==> src/dcf_pkg.sv <==
`timescale 1ns / 1ps
// ----------------------------------------------------------------------------
// dcf_pkg: shared types and constants of the detection candidate filter
// Field widths, register codes, element kinds and the item that travels
// from the front end through the queue into the back end.
// ----------------------------------------------------------------------------
package dcf_pkg;

  localparam int VALUE_W    = 32;
  localparam int THR_W      = 17;
  localparam int NCLS_W     = 8;
  localparam int POS_W      = 8;
  localparam int CLASS_W    = 7;
  localparam int BOX_XY_W   = 17;
  localparam int BOX_WH_W   = 16;
  localparam int CFG_IDX_W  = 1;
  localparam int CFG_DATA_W = 17;
  localparam int KIND_W     = 3;

  localparam int QUEUE_DEPTH     = 4;
  localparam int DEF_MAX_CLASSES = 128;
  localparam int DEF_FRAC_BITS   = 16;
  // Class index field holds at most this many classes
  localparam int CLASS_LIMIT     = 128;

  localparam logic [THR_W-1:0]  THR_RESET  = 17'd16384;
  localparam logic [NCLS_W-1:0] NCLS_RESET = 8'd80;

  // Box and objectness elements ahead of the class scores in every anchor
  localparam logic [POS_W-1:0] HEADER_LEN = 8'd5;

  // Configuration register indexes
  localparam logic [CFG_IDX_W-1:0] CFG_THRESHOLD   = 1'd0;
  localparam logic [CFG_IDX_W-1:0] CFG_NUM_CLASSES = 1'd1;

  // Element kinds within an anchor
  localparam logic [KIND_W-1:0] KIND_CX  = 3'd0;
  localparam logic [KIND_W-1:0] KIND_CY  = 3'd1;
  localparam logic [KIND_W-1:0] KIND_W_  = 3'd2;
  localparam logic [KIND_W-1:0] KIND_H   = 3'd3;
  localparam logic [KIND_W-1:0] KIND_OBJ = 3'd4;
  localparam logic [KIND_W-1:0] KIND_CLS = 3'd5;

  typedef struct packed {
    logic [KIND_W-1:0]         kind;
    logic [CLASS_W-1:0]        cls;
    logic                      first;       // class 0 of the anchor
    logic                      anchor_end;  // last class element of the anchor
    logic                      above;       // objectness over threshold
    logic signed [VALUE_W-1:0] value;
  } dcf_item_t;

endpackage

==> src/detection_candidate_filter.sv <==
`timescale 1ns / 1ps
// ----------------------------------------------------------------------------
// detection_candidate_filter: detector output decode, one element per cycle
// Input channel (in_valid/in_stall): one fixed-point tensor element per
// transfer, in_tensor_last on the final element of the tensor. Every anchor
// is center x, center y, width, height, objectness, then num_classes scores.
// Result channel (out_valid/out_stall): one corner box, best class and its
// confidence for each complete anchor whose objectness beats the threshold.
// Throughput is one element per cycle while in_stall is low; the score path
// has a single 32x32 multiplier and a single compare per element.
// The result is registered: an anchor's last class score passes the queue,
// the multiply stage, the scale stage and the result register.
// A 4-entry queue decouples the input from the scoring pipe. While a result
// is stalled the pipe holds and the queue keeps taking transfers; in_stall
// rises only once the queue is full.
// Configuration (cfg_we/cfg_index/cfg_wdata) must be written only while idle;
// the block does not enforce it. Reset clears the position counter, the queue
// and the result valid, and restores the default threshold and class count.
// ----------------------------------------------------------------------------
module detection_candidate_filter #(
  parameter int MAX_CLASSES         = dcf_pkg::DEF_MAX_CLASSES,
  parameter int VALUE_FRACTION_BITS = dcf_pkg::DEF_FRAC_BITS
) (
  input  logic                                clk,
  input  logic                                rst_n,
  input  logic                                in_valid,
  output logic                                in_stall,
  input  logic signed [dcf_pkg::VALUE_W-1:0]  in_value,
  input  logic                                in_tensor_last,
  output logic                                out_valid,
  input  logic                                out_stall,
  output logic signed [dcf_pkg::BOX_XY_W-1:0] out_box_x,
  output logic signed [dcf_pkg::BOX_XY_W-1:0] out_box_y,
  output logic signed [dcf_pkg::BOX_WH_W-1:0] out_box_w,
  output logic signed [dcf_pkg::BOX_WH_W-1:0] out_box_h,
  output logic [dcf_pkg::CLASS_W-1:0]         out_class_index,
  output logic signed [dcf_pkg::VALUE_W-1:0]  out_confidence,
  input  logic                                cfg_we,
  input  logic [dcf_pkg::CFG_IDX_W-1:0]       cfg_index,
  input  logic [dcf_pkg::CFG_DATA_W-1:0]      cfg_wdata
);
  import dcf_pkg::*;

  logic      q_push, q_full, q_pop, q_valid;
  dcf_item_t q_in, q_out;

  dcf_front #(
    .MAX_CLASSES (MAX_CLASSES),
    .FRAC_BITS   (VALUE_FRACTION_BITS)
  ) u_front (
    .clk            (clk),
    .rst_n          (rst_n),
    .in_valid       (in_valid),
    .in_stall       (in_stall),
    .in_value       (in_value),
    .in_tensor_last (in_tensor_last),
    .cfg_we         (cfg_we),
    .cfg_index      (cfg_index),
    .cfg_wdata      (cfg_wdata),
    .q_full         (q_full),
    .q_push         (q_push),
    .q_item         (q_in)
  );

  dcf_queue #(
    .DEPTH (QUEUE_DEPTH)
  ) u_queue (
    .clk       (clk),
    .rst_n     (rst_n),
    .push      (q_push),
    .item_in   (q_in),
    .full      (q_full),
    .pop       (q_pop),
    .not_empty (q_valid),
    .item_out  (q_out)
  );

  dcf_back #(
    .FRAC_BITS (VALUE_FRACTION_BITS)
  ) u_back (
    .clk             (clk),
    .rst_n           (rst_n),
    .q_valid         (q_valid),
    .q_item          (q_out),
    .q_pop           (q_pop),
    .out_valid       (out_valid),
    .out_stall       (out_stall),
    .out_box_x       (out_box_x),
    .out_box_y       (out_box_y),
    .out_box_w       (out_box_w),
    .out_box_h       (out_box_h),
    .out_class_index (out_class_index),
    .out_confidence  (out_confidence)
  );

endmodule

==> src/dcf_front.sv <==
`timescale 1ns / 1ps
// ----------------------------------------------------------------------------
// dcf_front: input side of the detection candidate filter
// Holds the configuration registers, tracks the element position within the
// anchor, tags each transfer with its kind and pushes it into the queue.
// ----------------------------------------------------------------------------
module dcf_front #(
  parameter int MAX_CLASSES = dcf_pkg::DEF_MAX_CLASSES,
  parameter int FRAC_BITS   = dcf_pkg::DEF_FRAC_BITS
) (
  input  logic                              clk,
  input  logic                              rst_n,
  input  logic                              in_valid,
  output logic                              in_stall,
  input  logic signed [dcf_pkg::VALUE_W-1:0] in_value,
  input  logic                              in_tensor_last,
  input  logic                              cfg_we,
  input  logic [dcf_pkg::CFG_IDX_W-1:0]     cfg_index,
  input  logic [dcf_pkg::CFG_DATA_W-1:0]    cfg_wdata,
  input  logic                              q_full,
  output logic                              q_push,
  output dcf_pkg::dcf_item_t                q_item
);
  import dcf_pkg::*;

  localparam int CAP    = (MAX_CLASSES < CLASS_LIMIT) ? MAX_CLASSES : CLASS_LIMIT;
  localparam int SA_L   = (FRAC_BITS < 16) ? 16 - FRAC_BITS : 0;
  localparam int SA_R   = (FRAC_BITS > 16) ? FRAC_BITS - 16 : 0;
  localparam int CMP_W  = VALUE_W + SA_L + 2;
  localparam logic [NCLS_W-1:0] CAP_N = NCLS_W'(CAP);

  logic [THR_W-1:0]  thr_r;
  logic [NCLS_W-1:0] ncls_r;
  logic [POS_W-1:0]  pos_r, pos_nxt;
  logic [NCLS_W-1:0] eff_cls;
  logic [POS_W-1:0]  last_pos;
  logic              is_cls;
  logic              anchor_end;
  logic signed [CMP_W-1:0] obj_cmp, thr_cmp;

  always_ff @(posedge clk) begin
    if (!rst_n) begin
      thr_r  <= THR_RESET;
      ncls_r <= NCLS_RESET;
    end else if (cfg_we) begin
      unique case (cfg_index)
        CFG_THRESHOLD:   thr_r  <= cfg_wdata[THR_W-1:0];
        CFG_NUM_CLASSES: ncls_r <= cfg_wdata[NCLS_W-1:0];
        default: ;
      endcase
    end
  end

  // Clamp the class count to 1..CAP
  always_comb begin
    if (ncls_r == '0) begin
      eff_cls = NCLS_W'(1);
    end else if (ncls_r > CAP_N) begin
      eff_cls = CAP_N;
    end else begin
      eff_cls = ncls_r;
    end
  end

  assign last_pos   = POS_W'(eff_cls) + HEADER_LEN - POS_W'(1);
  assign is_cls     = (pos_r >= HEADER_LEN);
  assign anchor_end = is_cls && (pos_r >= last_pos);

  // Align objectness and threshold to a common fraction before comparing
  assign obj_cmp = CMP_W'(in_value) <<< SA_L;
  assign thr_cmp = $signed(CMP_W'(thr_r) << SA_R);

  always_comb begin
    q_item            = '0;
    q_item.value      = in_value;
    q_item.cls        = CLASS_W'(pos_r - HEADER_LEN);
    q_item.first      = (pos_r == HEADER_LEN);
    q_item.anchor_end = anchor_end;
    q_item.above      = (obj_cmp > thr_cmp);
    unique case (pos_r)
      8'd0:    q_item.kind = KIND_CX;
      8'd1:    q_item.kind = KIND_CY;
      8'd2:    q_item.kind = KIND_W_;
      8'd3:    q_item.kind = KIND_H;
      8'd4:    q_item.kind = KIND_OBJ;
      default: q_item.kind = KIND_CLS;
    endcase
  end

  assign in_stall = q_full;
  assign q_push   = in_valid && !q_full;

  // Restart at the anchor end and after the last tensor element
  always_comb begin
    if (in_tensor_last || anchor_end) begin
      pos_nxt = '0;
    end else begin
      pos_nxt = pos_r + POS_W'(1);
    end
  end

  always_ff @(posedge clk) begin
    if (!rst_n) begin
      pos_r <= '0;
    end else if (q_push) begin
      pos_r <= pos_nxt;
    end
  end

endmodule

==> src/dcf_queue.sv <==
`timescale 1ns / 1ps
// ----------------------------------------------------------------------------
// dcf_queue: short item queue between front and back end
// A small circular buffer; lets the front keep taking transfers while the
// back end waits on the result channel.
// ----------------------------------------------------------------------------
module dcf_queue #(
  parameter int DEPTH = dcf_pkg::QUEUE_DEPTH
) (
  input  logic               clk,
  input  logic               rst_n,
  input  logic               push,
  input  dcf_pkg::dcf_item_t item_in,
  output logic               full,
  input  logic               pop,
  output logic               not_empty,
  output dcf_pkg::dcf_item_t item_out
);
  import dcf_pkg::*;

  localparam int PTR_W = $clog2(DEPTH);
  localparam int CNT_W = $clog2(DEPTH + 1);
  localparam logic [PTR_W-1:0] LAST_SLOT = PTR_W'(DEPTH - 1);

  dcf_item_t          slot_r [DEPTH];
  logic [PTR_W-1:0]   wr_ptr_r, rd_ptr_r;
  logic [CNT_W-1:0]   cnt_r, cnt_nxt;
  logic               do_push, do_pop;

  assign full      = (cnt_r == CNT_W'(DEPTH));
  assign not_empty = (cnt_r != '0);
  assign do_push   = push && !full;
  assign do_pop    = pop && not_empty;
  assign item_out  = slot_r[rd_ptr_r];

  always_comb begin
    cnt_nxt = cnt_r;
    if (do_push && !do_pop) begin
      cnt_nxt = cnt_r + CNT_W'(1);
    end else if (do_pop && !do_push) begin
      cnt_nxt = cnt_r - CNT_W'(1);
    end
  end

  always_ff @(posedge clk) begin
    if (!rst_n) begin
      wr_ptr_r <= '0;
      rd_ptr_r <= '0;
      cnt_r    <= '0;
    end else begin
      cnt_r <= cnt_nxt;
      if (do_push) begin
        wr_ptr_r <= (wr_ptr_r == LAST_SLOT) ? '0 : wr_ptr_r + PTR_W'(1);
      end
      if (do_pop) begin
        rd_ptr_r <= (rd_ptr_r == LAST_SLOT) ? '0 : rd_ptr_r + PTR_W'(1);
      end
    end
  end

  always_ff @(posedge clk) begin
    if (do_push) begin
      slot_r[wr_ptr_r] <= item_in;
    end
  end

endmodule

==> src/dcf_back.sv <==
`timescale 1ns / 1ps
// ----------------------------------------------------------------------------
// dcf_back: scoring and result side of the detection candidate filter
// Multiply stage, scale/saturate stage, then box capture, running argmax and
// the result register. The whole pipe holds while a result waits.
// ----------------------------------------------------------------------------
module dcf_back #(
  parameter int FRAC_BITS = dcf_pkg::DEF_FRAC_BITS
) (
  input  logic                                clk,
  input  logic                                rst_n,
  input  logic                                q_valid,
  input  dcf_pkg::dcf_item_t                  q_item,
  output logic                                q_pop,
  output logic                                out_valid,
  input  logic                                out_stall,
  output logic signed [dcf_pkg::BOX_XY_W-1:0] out_box_x,
  output logic signed [dcf_pkg::BOX_XY_W-1:0] out_box_y,
  output logic signed [dcf_pkg::BOX_WH_W-1:0] out_box_w,
  output logic signed [dcf_pkg::BOX_WH_W-1:0] out_box_h,
  output logic [dcf_pkg::CLASS_W-1:0]         out_class_index,
  output logic signed [dcf_pkg::VALUE_W-1:0]  out_confidence
);
  import dcf_pkg::*;

  localparam int PROD_W = 2 * VALUE_W;
  localparam int SUM_W  = VALUE_W + 2;
  localparam logic signed [PROD_W-1:0]  PROD_BIAS = (PROD_W'(1) << FRAC_BITS) - PROD_W'(1);
  localparam logic signed [SUM_W-1:0]   XY_BIAS   = (SUM_W'(1) << (FRAC_BITS + 1)) - SUM_W'(1);
  localparam logic signed [VALUE_W-1:0] WH_BIAS   = (VALUE_W'(1) << FRAC_BITS) - VALUE_W'(1);

  logic advance;

  // Multiply stage
  logic                      m_vld_r;
  dcf_item_t                 m_item_r;
  logic signed [PROD_W-1:0]  m_prod_r, m_prod_nxt;
  logic signed [VALUE_W-1:0] obj_r;

  // Scale stage
  logic                      s_vld_r;
  dcf_item_t                 s_item_r;
  logic signed [VALUE_W-1:0] s_scaled_r, s_scaled_nxt;
  logic signed [PROD_W-1:0]  prod_adj, prod_q;

  // Anchor state
  logic signed [VALUE_W-1:0] cx_r, cy_r, w_r, h_r;
  logic                      kept_r;
  logic signed [VALUE_W-1:0] best_score_r, best_score_nxt;
  logic [CLASS_W-1:0]        best_class_r, best_class_nxt;
  logic                      take, emit;

  // Box arithmetic
  logic signed [SUM_W-1:0]   dx, dy, dx_adj, dy_adj, qx, qy;
  logic signed [VALUE_W-1:0] w_adj, h_adj, qw, qh;
  logic signed [BOX_XY_W-1:0] box_x, box_y;
  logic signed [BOX_WH_W-1:0] box_w, box_h;

  // Result register
  logic                       out_valid_r;
  logic signed [BOX_XY_W-1:0] out_box_x_r, out_box_y_r;
  logic signed [BOX_WH_W-1:0] out_box_w_r, out_box_h_r;
  logic [CLASS_W-1:0]         out_class_r;
  logic signed [VALUE_W-1:0]  out_conf_r;

  assign advance = !(out_valid_r && out_stall);
  assign q_pop   = q_valid && advance;

  assign m_prod_nxt = obj_r * q_item.value;

  always_ff @(posedge clk) begin
    if (!rst_n) begin
      m_vld_r <= 1'b0;
      s_vld_r <= 1'b0;
    end else if (advance) begin
      m_vld_r <= q_valid;
      s_vld_r <= m_vld_r;
    end
  end

  always_ff @(posedge clk) begin
    if (advance) begin
      m_item_r   <= q_item;
      m_prod_r   <= m_prod_nxt;
      s_item_r   <= m_item_r;
      s_scaled_r <= s_scaled_nxt;
    end
    // Latch objectness as it leaves the queue so the following scores use it
    if (q_pop && q_item.kind == KIND_OBJ) begin
      obj_r <= q_item.value;
    end
  end

  // Truncate toward zero, then saturate to the value width
  assign prod_adj = m_prod_r[PROD_W-1] ? m_prod_r + PROD_BIAS : m_prod_r;
  assign prod_q   = prod_adj >>> FRAC_BITS;
  always_comb begin
    if ((&prod_q[PROD_W-1:VALUE_W-1]) || !(|prod_q[PROD_W-1:VALUE_W-1])) begin
      s_scaled_nxt = prod_q[VALUE_W-1:0];
    end else begin
      s_scaled_nxt = {prod_q[PROD_W-1], {(VALUE_W-1){~prod_q[PROD_W-1]}}};
    end
  end

  // Running argmax, lowest class wins ties
  assign take           = s_item_r.first || (s_scaled_r > best_score_r);
  assign best_score_nxt = take ? s_scaled_r : best_score_r;
  assign best_class_nxt = take ? s_item_r.cls : best_class_r;

  assign emit = s_vld_r && advance && (s_item_r.kind == KIND_CLS)
                && s_item_r.anchor_end && kept_r;

  always_ff @(posedge clk) begin
    if (!rst_n) begin
      kept_r <= 1'b0;
    end else if (s_vld_r && advance && s_item_r.kind == KIND_OBJ) begin
      kept_r <= s_item_r.above;
    end
  end

  always_ff @(posedge clk) begin
    if (s_vld_r && advance) begin
      unique case (s_item_r.kind)
        KIND_CX:  cx_r <= s_item_r.value;
        KIND_CY:  cy_r <= s_item_r.value;
        KIND_W_:  w_r  <= s_item_r.value;
        KIND_H:   h_r  <= s_item_r.value;
        KIND_OBJ: ;
        KIND_CLS: begin
          best_score_r <= best_score_nxt;
          best_class_r <= best_class_nxt;
        end
        default: ;
      endcase
    end
  end

  // Corner box: (2c - size) / 2, truncated toward zero
  assign dx     = (SUM_W'(cx_r) <<< 1) - SUM_W'(w_r);
  assign dy     = (SUM_W'(cy_r) <<< 1) - SUM_W'(h_r);
  assign dx_adj = dx[SUM_W-1] ? dx + XY_BIAS : dx;
  assign dy_adj = dy[SUM_W-1] ? dy + XY_BIAS : dy;
  assign qx     = dx_adj >>> (FRAC_BITS + 1);
  assign qy     = dy_adj >>> (FRAC_BITS + 1);
  assign w_adj  = w_r[VALUE_W-1] ? w_r + WH_BIAS : w_r;
  assign h_adj  = h_r[VALUE_W-1] ? h_r + WH_BIAS : h_r;
  assign qw     = w_adj >>> FRAC_BITS;
  assign qh     = h_adj >>> FRAC_BITS;

  always_comb begin
    if ((&qx[SUM_W-1:BOX_XY_W-1]) || !(|qx[SUM_W-1:BOX_XY_W-1])) begin
      box_x = qx[BOX_XY_W-1:0];
    end else begin
      box_x = {qx[SUM_W-1], {(BOX_XY_W-1){~qx[SUM_W-1]}}};
    end
    if ((&qy[SUM_W-1:BOX_XY_W-1]) || !(|qy[SUM_W-1:BOX_XY_W-1])) begin
      box_y = qy[BOX_XY_W-1:0];
    end else begin
      box_y = {qy[SUM_W-1], {(BOX_XY_W-1){~qy[SUM_W-1]}}};
    end
    if ((&qw[VALUE_W-1:BOX_WH_W-1]) || !(|qw[VALUE_W-1:BOX_WH_W-1])) begin
      box_w = qw[BOX_WH_W-1:0];
    end else begin
      box_w = {qw[VALUE_W-1], {(BOX_WH_W-1){~qw[VALUE_W-1]}}};
    end
    if ((&qh[VALUE_W-1:BOX_WH_W-1]) || !(|qh[VALUE_W-1:BOX_WH_W-1])) begin
      box_h = qh[BOX_WH_W-1:0];
    end else begin
      box_h = {qh[VALUE_W-1], {(BOX_WH_W-1){~qh[VALUE_W-1]}}};
    end
  end

  always_ff @(posedge clk) begin
    if (!rst_n) begin
      out_valid_r <= 1'b0;
    end else if (emit) begin
      out_valid_r <= 1'b1;
    end else if (!out_stall) begin
      out_valid_r <= 1'b0;
    end
  end

  always_ff @(posedge clk) begin
    if (emit) begin
      out_box_x_r <= box_x;
      out_box_y_r <= box_y;
      out_box_w_r <= box_w;
      out_box_h_r <= box_h;
      out_class_r <= best_class_nxt;
      out_conf_r  <= best_score_nxt;
    end
  end

  assign out_valid       = out_valid_r;
  assign out_box_x       = out_box_x_r;
  assign out_box_y       = out_box_y_r;
  assign out_box_w       = out_box_w_r;
  assign out_box_h       = out_box_h_r;
  assign out_class_index = out_class_r;
  assign out_confidence  = out_conf_r;

endmodule

==> config.mk <==
export PLATFORM = sky130hd
export DESIGN_NAME = detection_candidate_filter
export DESIGN_NICKNAME = d
export VERILOG_FILES = /design/src/dcf_pkg.sv /design/src/detection_candidate_filter.sv /design/src/dcf_front.sv /design/src/dcf_queue.sv /design/src/dcf_back.sv
export SDC_FILE = /design/constraint.sdc
export NUM_CORES = 2
export LEC_CHECK = 0
export BUFFER_PORTS_ARGS = -buffer_cell sky130_fd_sc_hd__buf_4
export CAP_MARGIN = 20
export CORE_MARGIN = 5
export CORE_UTILIZATION = 55
export DETAILED_ROUTE_END_ITERATION = 10
export GPL_TIMING_DRIVEN = 0
export PLACE_DENSITY = 0.68
export SLEW_MARGIN = 20
export SYNTH_ARGS = -nofsm -noshare
export SYNTH_HDL_FRONTEND = slang
export SYNTH_SLANG_ARGS = --single-unit
==> constraint.sdc <==
create_clock -name clk -period 18.15 [get_ports clk]
set_input_delay 2.7225 -clock clk [delete_from_list [all_inputs] [get_ports clk]]
set_output_delay 2.7225 -clock clk [all_outputs]
set_load 0.02 [all_outputs]
==> insert_results.sql <==
INSERT INTO impl_metrics (metric_group, metric, value, unit) VALUES
('run_status', 'result_of_the_run', 'finished clean', ''),
('synthesis', 'mappedNetlistNets', '7542', ''),
('worst_setup_path', 'critical_path.most_common_cell', 'sky130_fd_sc_hd__fa_1', ''),
('cts', 'cts.reportedPaths.clkPinSlew', '0.06', 'ns'),
('synthesis', 'synthesis.yosys.warnings', '0', ''),
('synthesis', 'synth_simple_gate_area_share', '0.128', ''),
('worst_setup_path', 'critical_path_startpoint_category', 'flop', ''),
('layout', 'post_route_cells_drive_above_1_share', '0.0713', ''),
('worst_setup_path', 'cpLargestDelayFamily', 'adder cells', ''),
('timing', 'setup_viol_count_final', '0', ''),
('synthesis', 'synth_top_family_by_area', 'adder cells', ''),
('drt', 'drtAntennaViolNets', '0', ''),
('layout', 'final_core_utilization', '0.606', ''),
('cts', 'tritoncts_clock_tree', 'done', ''),
('floorplan', 'die_w', '361', 'um'),
('timing', 'final_hold_viol_count', '0', ''),
('synthesis', 'synth_fa_ha_area_frac', '0.380', ''),
('worst_setup_path', 'cp.buffers_inverters', '6', ''),
('cts', 'cts.sinks', '716', ''),
('synthesis', 'ys_top_cells_by_area', 'sky130_fd_sc_hd__fa_1, sky130_fd_sc_hd__edfxtp_1, sky130_fd_sc_hd__inv_1, sky130_fd_sc_hd__ha_1, sky130_fd_sc_hd__and2_1', ''),
('place', 'post-dp-hpwl', '163000', 'um'),
('cts', 'ctsResizeCount', '0', ''),
('timing', 'grt_setup_unrepaired', 'false', ''),
('worst_hold_path', 'worst_hold_startpoint', 'u_back.m_item_r[12]', ''),
('layout', 'layout.cells.most_common', 'sky130_fd_sc_hd__inv_1', ''),
('synthesis', 'synth.avg_cell_area', '11.1', 'um^2'),
('global_routing', 'grt_pass1_wl', '303000', 'um'),
('synthesis', 'synth-seq-cells', '716', ''),
('drt', 'detailedRoute.firstPassIterationCount', '5', ''),
('timing', 'worst_pin_slew', '1.33', 'ns'),
('synthesis', 'synth.cell_area', '0.0677', 'mm^2'),
('cts', 'ctsRootBufferMaster', 'sky130_fd_sc_hd__clkbuf_16', ''),
('worst_setup_path', 'critical-path-max-stage-delay', '1.00', 'ns'),
('drt', 'remaining_drc_errors', '0', ''),
('cts', 'clock_latency_reported_for_the_late_side_of_the_worst_skew_pair', '0.72', 'ns'),
('worst_setup_path', 'timing.reg2reg.setup_slack', '6.13', 'ns'),
('drt', 'routed_wire_length_per_instance', '24.9', 'um'),
('global_routing', 'grt.total_usage', '0.314', ''),
('floorplan', 'core.rowCount', '128', ''),
('drt', 'dr.first_iter.drc_count', '4032', ''),
('layout', 'area_delta_synth_final', '9.27', '%'),
('floorplan', 'core_area', '0.122', 'mm^2'),
('synthesis', 'synthCells', '6082', ''),
('cts', 'cts.hold.buffers_added', '0', ''),
('synthesis', 'synth.top_cell.area_share', '0.321', ''),
('worst_setup_path', 'critical_path.max_fanout', '10', ''),
('timing', 'fmaxAchievable', '83.2', 'MHz'),
('drt', 'finalWirelength', '200000', 'um'),
('synthesis', 'synthXorXnorAreaFrac', '0.0278', ''),
('cts', 'ctsLongestPathBuffers', '3', ''),
('floorplan', 'initial_core_util', '0.555', ''),
('place', 'gp_congestion', '1.05', ''),
('floorplan', 'fp.dieArea', '0.130', 'mm^2'),
('global_routing', 'antenna_found_initial', '15', ''),
('synthesis', 'dominantRegCellSynth', 'sky130_fd_sc_hd__edfxtp_1', ''),
('cts', 'post_cts_buffers', '0', ''),
('synthesis', 'synth_compound_area_frac', '0.0544', ''),
('cts', 'tritoncts_buffer_count', '79', ''),
('cts', 'h-tree-depth', '3', ''),
('timing', 'min_period', '12.02', 'ns'),
('place', 'numPortBuffers', '161', ''),
('timing', 'final.hold.worst_slack', '0.400', 'ns'),
('worst_setup_path', 'criticalPathCategory', 'flop to flop', ''),
('timing', 'slew-limit-headroom', '0.114', ''),
('global_routing', 'grt_pass1_vias', '48000', ''),
('synthesis', 'synth-edff-count', '670', ''),
('synthesis', 'postSynth.asyncResetShare', '0', ''),
('synthesis', 'synth_seq_area_share', '0.311', ''),
('worst_setup_path', 'critPathSlowestCell', 'sky130_fd_sc_hd__fa_1', ''),
('worst_setup_path', 'arrival', '12.39', 'ns'),
('layout', 'final_nets', '7810', '');
stage by stage:
stage | area, um^2 | instances | setup WS (ns)
3_5_place_dp | 71300 | 7893 | 6.25
3_3_place_gp | 70900 | 7868 | -1.39
2_1_floorplan | 67700 | 6082 | 5.03
5_1_grt | 74000 | 8038 | 5.37
4_1_cts | 73900 | 8037 | 6.18
6_report | 74000 | 8045 | 6.13
state kept, by name (all words and copies together) (netlist names), 8 cells and up, named ones only:
name                   count
u_back.w_r                32
u_back.s_item_r           45
u_back.cy_r               32
u_back.m_item_r           45
u_back.out_box_w          16
u_queue.slot_r           180
u_back.out_box_y          17
u_back.m_prod_r           64
u_front.ncls_r             8
u_back.out_confidence     32
u_back.best_score_r       32
u_front.pos_r              8
u_back.out_box_x          17
u_back.out_box_h          16
u_back.h_r                32
u_front.thr_r             17
u_back.cx_r               32
u_back.obj_r              32
u_back.s_scaled_r         32
final cells by class:
type	instances	area (um^2)
fillers	10200	48100
multi-input cells	3984	41500
flip-flops and latches	716	21000
inverters	1124	4220
clock buffers	94	2050
well taps	1625	2030
repair buffers	187	1550
plain buffers	258	991
clock inverters	50	564
diodes	7	17.5
cells in the mapped netlist, types with 63 or more instances:
cell and number:
sky130_fd_sc_hd__nand2_1 673, sky130_fd_sc_hd__ha_1 319, sky130_fd_sc_hd__nor2_1 148, sky130_fd_sc_hd__nand3_1 80, sky130_fd_sc_hd__edfxtp_1 670, sky130_fd_sc_hd__a21o_1 63
sky130_fd_sc_hd__a21oi_1 127, sky130_fd_sc_hd__fa_1 1085, sky130_fd_sc_hd__xnor2_1 146, sky130_fd_sc_hd__o21ai_0 107, sky130_fd_sc_hd__and2_1 524, sky130_fd_sc_hd__clkbuf_1 244
sky130_fd_sc_hd__xor2_1 69, sky130_fd_sc_hd__inv_1 1124
cell families after synthesis:
group | Yosys count
adder cells (fa/ha/maj) | 1404
XOR/XNOR | 215
AND/OR/NAND/NOR | 1722
buffers and inverters | 1382
multiplexers | 90
flip-flops | 716
AO/OA/AOI/OAI | 553
per-layer routing:
metal  global-route usage  up-vias  routed length [um]
li1                     -    19900                   -
met1                0.410    23200               77800
met2                0.504     2062               92200
met3               0.0855      467               20900
met4                0.122        8                9560
met5                    0        -                  61
worst paths after layout:
path                         endpoint  cells after the start
setup reg to reg  u_back.m_prod_r[63]                     25
setup / recovery  u_back.m_prod_r[63]                     25
hold / removal    u_back.s_item_r[12]                      0
hold reg to reg   u_back.s_item_r[12]                      0
Power is left out: the tool's default activity adds up to more than one toggle a clock period on the data nets, which glitch-free logic cannot reach.
